<file path="src/design/id3pe_pkg.sv">
// Package for the ID3v2 picture frame extractor: payload types, codes and constants.
package id3pe_pkg;

	// Default width of the file offset counter
	localparam int OFFSET_BITS_DEF = 34;

	// Outcome codes of a result transfer
	localparam logic [1:0] OUT_MORE = 2'd0;
	localparam logic [1:0] OUT_DONE = 2'd1;
	localparam logic [1:0] OUT_NONE = 2'd2;

	// Parse phases
	localparam logic [2:0] PH_TAG   = 3'd0;
	localparam logic [2:0] PH_FRAME = 3'd1;
	localparam logic [2:0] PH_SKIP  = 3'd2;
	localparam logic [2:0] PH_BODY  = 3'd3;
	localparam logic [2:0] PH_DONE  = 3'd4;

	// Picture frame body phases
	localparam logic [2:0] BD_ENC  = 3'd0;
	localparam logic [2:0] BD_MIME = 3'd1;
	localparam logic [2:0] BD_TYPE = 3'd2;
	localparam logic [2:0] BD_DESC = 3'd3;
	localparam logic [2:0] BD_DATA = 3'd4;

	// Tag mark and picture frame id
	localparam logic [7:0] CHR_I = 8'h49;
	localparam logic [7:0] CHR_D = 8'h44;
	localparam logic [7:0] CHR_3 = 8'h33;
	localparam logic [31:0] APIC_ID = 32'h41504943;
	localparam logic [31:0] HDR_BYTES = 32'd10;

	// One input item
	typedef struct packed {
		logic [7:0] file_byte;
		logic       end_of_file;
	} item_t;

	// One result item
	typedef struct packed {
		logic [7:0] image_byte;
		logic       has_byte;
		logic       final_res;
		logic [1:0] outcome;
	} result_t;

	// Result with its valid flag, from parser to output stage
	typedef struct packed {
		logic    valid;
		result_t data;
	} res_vld_t;

endpackage

</file>
<file path="src/design/id3pe_in_stage.sv">
// Input register stage of the picture frame extractor.
module id3pe_in_stage (
	input  logic          clk,
	input  logic          arst_n,
	input  logic          item_valid,
	output logic          item_stall,
	input  id3pe_pkg::item_t item,
	input  logic          adv,
	output logic          valid_s1,
	output id3pe_pkg::item_t item_s1
);
	import id3pe_pkg::*;

	logic load;

	// Hold the item only while the parser cannot move it on
	assign item_stall = valid_s1 & ~adv;
	assign load       = item_valid & ~item_stall;

	always_ff @(posedge clk or negedge arst_n) begin
		if (!arst_n) begin
			valid_s1 <= 1'b0;
		end else if (load) begin
			valid_s1 <= 1'b1;
		end else if (adv) begin
			valid_s1 <= 1'b0;
		end
	end

	always_ff @(posedge clk) begin
		if (load) begin
			item_s1 <= item;
		end
	end

endmodule

</file>
<file path="src/design/id3pe_parser.sv">
// Parser state and per-byte decode logic of the picture frame extractor.
module id3pe_parser #(
	parameter int OFFSET_BITS = id3pe_pkg::OFFSET_BITS_DEF
) (
	input  logic             clk,
	input  logic             arst_n,
	input  logic             valid_s1,
	input  id3pe_pkg::item_t item_s1,
	input  logic             out_free,
	output logic             adv,
	output id3pe_pkg::res_vld_t res
);
	import id3pe_pkg::*;

	localparam logic [OFFSET_BITS-1:0] POS_MAX = {OFFSET_BITS{1'b1}};

	logic [2:0]             phase_q, phase_d;
	logic [2:0]             body_q, body_d;
	logic [3:0]             hdr_cnt_q, hdr_cnt_d;
	logic [27:0]            tag_size_q, tag_size_d;
	logic [OFFSET_BITS-1:0] pos_q, pos_d, pos_inc;
	logic [63:0]            hdr_bits_q, hdr_bits_d;
	logic [31:0]            left_q, left_d, left_dec;
	logic [27:0]            tag_shift, cmp_size;
	logic                   room, last, mark_bad;
	logic [7:0]             b;

	assign adv = valid_s1 & out_free;
	assign b   = item_s1.file_byte;

	// Offset, tag size and frame count arithmetic
	assign pos_inc   = (pos_q == POS_MAX) ? pos_q : pos_q + 1'b1;
	assign tag_shift = {tag_size_q[20:0], b[6:0]};
	assign cmp_size  = (phase_q == PH_TAG) ? tag_shift : tag_size_q;
	// header fits before tag end: pos + 10 <= size + 10
	assign room      = pos_inc <= OFFSET_BITS'(cmp_size);
	assign left_dec  = (left_q == 32'd0) ? 32'd0 : left_q - 32'd1;
	assign last      = left_q <= 32'd1;
	assign mark_bad  = ((hdr_cnt_q == 4'd0) && (b != CHR_I)) ||
		((hdr_cnt_q == 4'd1) && (b != CHR_D)) ||
		((hdr_cnt_q == 4'd2) && (b != CHR_3));

	// Next state and result for the byte in the input register
	always_comb begin
		phase_d    = phase_q;
		body_d     = body_q;
		hdr_cnt_d  = hdr_cnt_q;
		tag_size_d = tag_size_q;
		pos_d      = pos_q;
		hdr_bits_d = hdr_bits_q;
		left_d     = left_q;
		res        = '0;
		res.data.outcome = OUT_MORE;

		if (phase_q != PH_DONE) begin
			pos_d = pos_inc;
			case (phase_q)
				PH_TAG: begin
					if (mark_bad) begin
						res.valid = 1'b1;
						res.data.final_res = 1'b1;
						res.data.outcome = OUT_NONE;
						phase_d = PH_DONE;
					end else begin
						if (hdr_cnt_q >= 4'd6) begin
							tag_size_d = tag_shift;
						end
						hdr_cnt_d = hdr_cnt_q + 4'd1;
						if (hdr_cnt_q == 4'd9) begin
							if (room) begin
								phase_d    = PH_FRAME;
								hdr_cnt_d  = 4'd0;
								hdr_bits_d = '0;
							end else begin
								res.valid = 1'b1;
								res.data.final_res = 1'b1;
								res.data.outcome = OUT_NONE;
								phase_d = PH_DONE;
							end
						end
					end
				end
				PH_FRAME: begin
					if (hdr_cnt_q < 4'd8) begin
						hdr_bits_d = {hdr_bits_q[55:0], b};
					end
					hdr_cnt_d = hdr_cnt_q + 4'd1;
					if (hdr_cnt_q == 4'd9) begin
						if (hdr_bits_q[63:32] == APIC_ID) begin
							if (hdr_bits_q[31:0] > HDR_BYTES) begin
								phase_d = PH_BODY;
								body_d  = BD_ENC;
								left_d  = hdr_bits_q[31:0];
							end else begin
								res.valid = 1'b1;
								res.data.final_res = 1'b1;
								res.data.outcome = OUT_NONE;
								phase_d = PH_DONE;
							end
						end else if (hdr_bits_q[31:0] == 32'd0) begin
							res.valid = 1'b1;
							res.data.final_res = 1'b1;
							res.data.outcome = OUT_NONE;
							phase_d = PH_DONE;
						end else begin
							phase_d = PH_SKIP;
							left_d  = hdr_bits_q[31:0];
						end
					end
				end
				PH_SKIP: begin
					left_d = left_dec;
					if (left_dec == 32'd0) begin
						if (room) begin
							phase_d    = PH_FRAME;
							hdr_cnt_d  = 4'd0;
							hdr_bits_d = '0;
						end else begin
							res.valid = 1'b1;
							res.data.final_res = 1'b1;
							res.data.outcome = OUT_NONE;
							phase_d = PH_DONE;
						end
					end
				end
				PH_BODY: begin
					left_d = left_dec;
					case (body_q)
						BD_ENC:  body_d = BD_MIME;
						BD_MIME: if (b == 8'd0) body_d = BD_TYPE;
						BD_TYPE: body_d = BD_DESC;
						BD_DESC: if (b == 8'd0) body_d = BD_DATA;
						default: ;
					endcase
					if (body_q == BD_DATA) begin
						res.valid = 1'b1;
						res.data.has_byte = 1'b1;
						res.data.image_byte = b;
						if (last) begin
							res.data.final_res = 1'b1;
							res.data.outcome = OUT_DONE;
							phase_d = PH_DONE;
						end
					end else if (last) begin
						// frame ran out before the picture data
						res.valid = 1'b1;
						res.data.final_res = 1'b1;
						res.data.outcome = OUT_NONE;
						phase_d = PH_DONE;
					end
				end
				default: ;
			endcase
		end

		// End of file: close the file if no final result yet, then rearm
		if (item_s1.end_of_file) begin
			if (phase_d != PH_DONE) begin
				res.valid = 1'b1;
				res.data.final_res = 1'b1;
				res.data.outcome = OUT_NONE;
			end
			phase_d    = PH_TAG;
			body_d     = BD_ENC;
			hdr_cnt_d  = 4'd0;
			tag_size_d = '0;
			pos_d      = '0;
			hdr_bits_d = '0;
			left_d     = '0;
		end

		if (!adv) begin
			res.valid = 1'b0;
		end
	end

	// State registers
	always_ff @(posedge clk or negedge arst_n) begin
		if (!arst_n) begin
			phase_q    <= PH_TAG;
			body_q     <= BD_ENC;
			hdr_cnt_q  <= 4'd0;
			tag_size_q <= '0;
			pos_q      <= '0;
			hdr_bits_q <= '0;
			left_q     <= '0;
		end else if (adv) begin
			phase_q    <= phase_d;
			body_q     <= body_d;
			hdr_cnt_q  <= hdr_cnt_d;
			tag_size_q <= tag_size_d;
			pos_q      <= pos_d;
			hdr_bits_q <= hdr_bits_d;
			left_q     <= left_d;
		end
	end

	// Checks
	a_byte_from_body: assert property (@(posedge clk) disable iff (!arst_n)
		res.valid && res.data.has_byte |-> phase_q == PH_BODY && body_q == BD_DATA)
		else $error("image byte outside picture data");

	a_done_has_byte: assert property (@(posedge clk) disable iff (!arst_n)
		res.valid && res.data.outcome == OUT_DONE |-> res.data.has_byte && res.data.final_res)
		else $error("complete outcome without a last picture byte");

	a_final_parks: assert property (@(posedge clk) disable iff (!arst_n)
		res.valid && res.data.final_res && !item_s1.end_of_file |=> phase_q == PH_DONE)
		else $error("parser not parked after final result");

	a_eof_rearms: assert property (@(posedge clk) disable iff (!arst_n)
		adv && item_s1.end_of_file |=> phase_q == PH_TAG && hdr_cnt_q == 4'd0 && pos_q == '0)
		else $error("parser not rearmed after end of file");

	a_silent_when_parked: assert property (@(posedge clk) disable iff (!arst_n)
		phase_q == PH_DONE && !item_s1.end_of_file |-> !res.valid)
		else $error("result after final result");

endmodule

</file>
<file path="src/design/id3pe_out_stage.sv">
// Result register stage of the picture frame extractor.
module id3pe_out_stage (
	input  logic                clk,
	input  logic                arst_n,
	input  id3pe_pkg::res_vld_t res,
	output logic                out_free,
	output logic                result_valid,
	input  logic                result_stall,
	output id3pe_pkg::result_t  result
);
	import id3pe_pkg::*;

	logic    valid_q;
	result_t result_q;

	// Register may take a new result when empty or being drained
	assign out_free     = ~valid_q | ~result_stall;
	assign result_valid = valid_q;
	assign result       = result_q;

	always_ff @(posedge clk or negedge arst_n) begin
		if (!arst_n) begin
			valid_q <= 1'b0;
		end else if (res.valid) begin
			valid_q <= 1'b1;
		end else if (!result_stall) begin
			valid_q <= 1'b0;
		end
	end

	always_ff @(posedge clk) begin
		if (res.valid) begin
			result_q <= res.data;
		end
	end

endmodule

</file>
<file path="src/design/id3v2_picture_frame_extractor.sv">
// Top level of the ID3v2 picture frame extractor.
// Reads an audio file one byte per transfer and streams out the payload of the first APIC
// frame of its ID3v2 tag, with a final result marking picture complete or not found.
// One byte is taken every clock cycle: a byte waits in the input register while
// the frame walk, offset counter and tag-end compare decide its result, which lands in the
// result register and is offered from there. The only pause is back-pressure from the
// result side.
module id3v2_picture_frame_extractor #(
	parameter int OFFSET_BITS = id3pe_pkg::OFFSET_BITS_DEF
) (
	input  logic               clk,
	input  logic               arst_n,
	input  logic               item_valid,
	output logic               item_stall,
	input  id3pe_pkg::item_t   item,
	output logic               result_valid,
	input  logic               result_stall,
	output id3pe_pkg::result_t result
);
	import id3pe_pkg::*;

	logic     valid_s1;
	item_t    item_s1;
	logic     adv;
	logic     out_free;
	res_vld_t res;

	id3pe_in_stage u_in (
		.clk        (clk),
		.arst_n     (arst_n),
		.item_valid (item_valid),
		.item_stall (item_stall),
		.item       (item),
		.adv        (adv),
		.valid_s1   (valid_s1),
		.item_s1    (item_s1)
	);

	id3pe_parser #(
		.OFFSET_BITS (OFFSET_BITS)
	) u_parser (
		.clk      (clk),
		.arst_n   (arst_n),
		.valid_s1 (valid_s1),
		.item_s1  (item_s1),
		.out_free (out_free),
		.adv      (adv),
		.res      (res)
	);

	id3pe_out_stage u_out (
		.clk          (clk),
		.arst_n       (arst_n),
		.res          (res),
		.out_free     (out_free),
		.result_valid (result_valid),
		.result_stall (result_stall),
		.result       (result)
	);

endmodule

</file>
<file path="config.mk">
export PLATFORM = sky130hd
export DESIGN_NAME = id3v2_picture_frame_extractor
export DESIGN_NICKNAME = d
export VERILOG_FILES = /design/src/design/id3pe_pkg.sv /design/src/design/id3pe_in_stage.sv /design/src/design/id3pe_parser.sv /design/src/design/id3pe_out_stage.sv /design/src/design/id3v2_picture_frame_extractor.sv
export SDC_FILE = /design/constraint.sdc
export NUM_CORES = 1
export LEC_CHECK = 0
export BUFFER_PORTS_ARGS = -buffer_cell sky130_fd_sc_hd__buf_2
export CAP_MARGIN = 20
export CELL_PAD_IN_SITES_DETAIL_PLACEMENT = 0
export CELL_PAD_IN_SITES_GLOBAL_PLACEMENT = 1
export CORE_MARGIN = 2
export CORE_UTILIZATION = 35
export CTS_CLUSTER_SIZE = 24
export DETAILED_ROUTE_END_ITERATION = 10
export PLACE_DENSITY_LB_ADDON = 0.12
export SYNTH_ARGS = -nofsm -noshare
export SYNTH_HDL_FRONTEND = slang
export SYNTH_HIERARCHICAL = 1
export SYNTH_SLANG_ARGS = --single-unit
</file>
<file path="constraint.sdc">
create_clock -name clk -period 4.9 [get_ports clk]
set_input_delay 0.735 -clock clk [delete_from_list [all_inputs] [get_ports clk]]
set_output_delay 0.735 -clock clk [all_outputs]
set_load 0.05 [all_outputs]
</file>
==> results_dict.tcl <==
set metrics [dict create \
    status "completed" \
    synth-seq-area-share 0.4254 \
    layout.nets 1405 \
    hold_viol 0 \
    start_util 0.3538 \
    fp.dieArea_mm2 0.03428 \
    peakVddDrop_mv 0.2553 \
    power_leakage_nw 6.003 \
    rr_worst_depth 24 \
    hold_path_class "primary input to async pin" \
    drcViolationCount 0 \
    wirelength_met1_um 17190 \
    drt_pass1_iterations 5 \
    insertedDiodeCount 0 \
    post-route-util 0.4209 \
    grt_pass1_wl_um 58190 \
    fin_crit_sh 0.9928 \
    grt_use_total 0.2204 \
    core_mm2 0.03245 \
    cts_tree "done" \
    totalWireLength_um 37570 \
    p_switching_mw 2.144 \
    arrival_ns 5.20 \
    grt_max_degree 171 \
    synth_edf_count 21 \
    cts.clk_slew.worst_paths_ns 0.08 \
    synthCells 1295 \
    dieHeight_um 185.1 \
    endpoint_kind "flop" \
    worstSetupPathType "flop to flop" \
    clkLatencyLatePin_ns 0.44 \
    max_slew.worst_pin.slew_ns 1.024 \
    dieWidth_um 185.1 \
    dp_hpwl_um 25230 \
    num_rows 66 \
    max_freq_ghz 0.2056 \
    comb_power_share 0.395 \
    setup_viol 0 \
    dpl_cell_area_mm2 0.01258 \
    top_layer_used "met4" \
    vias 10320 \
    cp-startpoint "u_parser/pos_q[1]" \
    final_cell_area_mm2 0.01366 \
    rsz0062_at_grt "yes" \
    p_int_mw 3.181 \
    drv_cap 0 \
    clock-sinks 191 \
    seq_power_share 0.350 \
    ys_warn_count 6 \
    cts-hold-fix-buffers 0 \
    ys.flop_type "dfrtp_1" \
    syn-cell-area_mm2 0.01148 \
    htreeDepth 4 \
    setup_slack_ns 0.03527 \
    powerDensity_mw_per_mm2 389.8 \
    path_max_fanout 8 \
    fin_skew_ns 0.01248 \
    layout_commonest_cell "nand2_1" \
    cts_root_buffer "clkbuf_16" \
    drive_above_1_share 0.2080 \
    synth_seq_cells 191 \
    gp_congestion 0.8191 \
    start_kind "flop" \
    synthArstFlopShare 0.8901 \
    maxSlewViolCount 0 \
    area_growth_pct 18.96 \
    final_cell_mix "nand2_1, dfrtp_1, nor2_1" \
    clkPwrFrac 0.255 \
    io_pins 27 \
    io_buffers 26 \
    final_antenna_net_count 0 \
    routed-wl-met2_um 17980 \
    routed-wl-met3_um 1355 \
    grt-ovfl-total 0 \
    clockBufferDepth 2 \
    synth.distinct_cells 75 \
    fin_tns_setup_ns 0 \
    relSlewSlack 0.3176 \
    drt-initial-drc-count 664 \
    vias_per_cell 5.696 \
    antenna_found_initial 0 \
    synth_area_per_cell_um2 8.868 \
    routedWlPerCell_um 20.74 \
    synth_nets 1343 \
    worst_ep_required_time_ns 5.24 \
    numCtsBuffers 17 \
    pre_cts_ws_ns 0.01488 \
    r2r-start "u_parser/pos_q[1]" \
    finalCriticalPeriod_ns 4.865 \
    grt_pass1_vias 10110 \
    r2r_setup_slack_ns 0.04 \
    swShare 0.4027 \
    r2r_end "u_parser/hdr_bits_q[30]" \
]
[registers in the layout (all words and copies together) (netlist names)]
name	cells
u_parser/hdr_bits_q	64
u_parser/pos_q	34
u_parser/left_q	32
u_parser/tag_size_q	28
u_out/result	12
u_in/item_s1	9
u_parser/hdr_cnt_q	4
u_parser/body_q	3
u_parser/phase_q	3
u_in/valid_s1	1
u_out/result_valid	1
[Yosys cell counts, drive strengths merged, types with 8 or more instances]
cell type,n,area (um2)
nand2,208,780.8
dfrtp,170,4254
nor2,119,446.7
clkbuf,66,247.7
nand4,65,406.6
a31o,60,525.5
o21ai,55,275.3
a21oi,43,219.0
o31ai,38,285.3
nor4,36,225.2
ha,35,437.9
nor3,34,170.2
mux2i,30,300.3
xnor2,29,254.0
nand3,28,140.1
inv,24,90.09
buf,23,125.1
edfxtp,21,630.6
and2,18,115.1
o311ai,16,140.1
or3,14,87.58
a22oi,13,97.59
or4,13,101.4
o211ai,12,90.09
xor2,11,96.34
a32o,10,100.1
nand2b,9,63.81
a211oi,8,60.06
and3,8,50.05
[repair_timing]
action,in CTS,in global routing
gates cloned,0,7
gates resized for setup,2,55
setup buffers,0,18
pin swaps,0,24
setup endpoints to repair,32,84
[power groups by stage]
stage | clock network [mW] | logic (mW) | registers, mW
5_1_grt | 1.47 | 2.25 | 1.88
4_1_cts | 1.41 | 1.82 | 1.86
2_1_floorplan | 0 | 1.00 | 2.01
6_report | 1.36 | 2.10 | 1.86
3_3_place_gp | 0 | 1.79 | 1.89
3_5_place_dp | 0 | 1.81 | 1.89
[cell type report]
class	instances	area [um2]
tap	442	553.0
multi-input combinational	992	6381
clock inverter	12	100.1
inverter	24	90.09
timing repair buffer	131	1197
clock buffer	20	450.4
sequential	191	4888
fill	3266	18790
[worst max-delay path, stage by stage, from the launching register on]
cell,delay [ns]
dfrtp_1,0.40
ha_4,0.16
nand4_1,0.22
nor4_2,0.41
nand3_2,0.21
buf_6,0.19
nand2_4,0.06
nor2_2,0.04
nand4_1,0.15
nor2_1,0.08
xor2_1,0.18
ha_1,0.29
nand4_1,0.12
nor2_2,0.19
and4_4,0.24
a221oi_2,0.06
a2111oi_2,0.39
buf_4,0.20
a32oi_4,0.11
a211oi_4,0.31
buf_12,0.15
buf_12,0.15
clkbuf_16,0.16
nor2_1,0.04
a31o_2,0.21
[cell families (layout without fill, tap and decap cells)]
group | count (synthesis) | after routing | share of synthesized area
DFF | 191 | 191 | 0.4254
and+or+nand+nor | 579 | 579 | 0.2456
adders and majority gates | 35 | 35 | 0.03813
buffers and inverters | 113 | 187 | 0.04031
muxes | 32 | 32 | 0.02811
AOI/OAI and AO/OA | 305 | 306 | 0.1920
xor gates and xnor gates | 40 | 40 | 0.03051
[worst max path at each step]
stage | end | slack [ns] | cells past startpoint
floorplan | u_out/result_valid | 0.07 | 19
global placement | u_out/result_valid | 0.01 | 21
detailed placement | u_parser/hdr_bits_q[53] | 0.01 | 22
CTS | u_parser/hdr_bits_q[41] | 0.03 | 23
global route | u_parser/hdr_bits_q[50] | -0.20 | 24
finish | u_parser/hdr_bits_q[30] | 0.04 | 24
[metrics by stage]
stage                     total power [mW]  hold slack (ns)  std cells
after floorplan                      3.015           0.4380       1295
after detailed placement             3.707           0.4551       1755
final                                5.325           0.4510       1812
after CTS                            5.089           0.4468       1787
after global routing                 5.599           0.4444       1812
after global placement               3.679           0.4485       1754
[layer usage]
metal / vias to the layer above / GRT usage
met5: - / 0
met4: 0 / 0.08159
met3: 48 / 0.03441
met2: 218 / 0.3601
met1: 5117 / 0.2950
li1: 4939 / -
(Power assumes the default switching activity.)
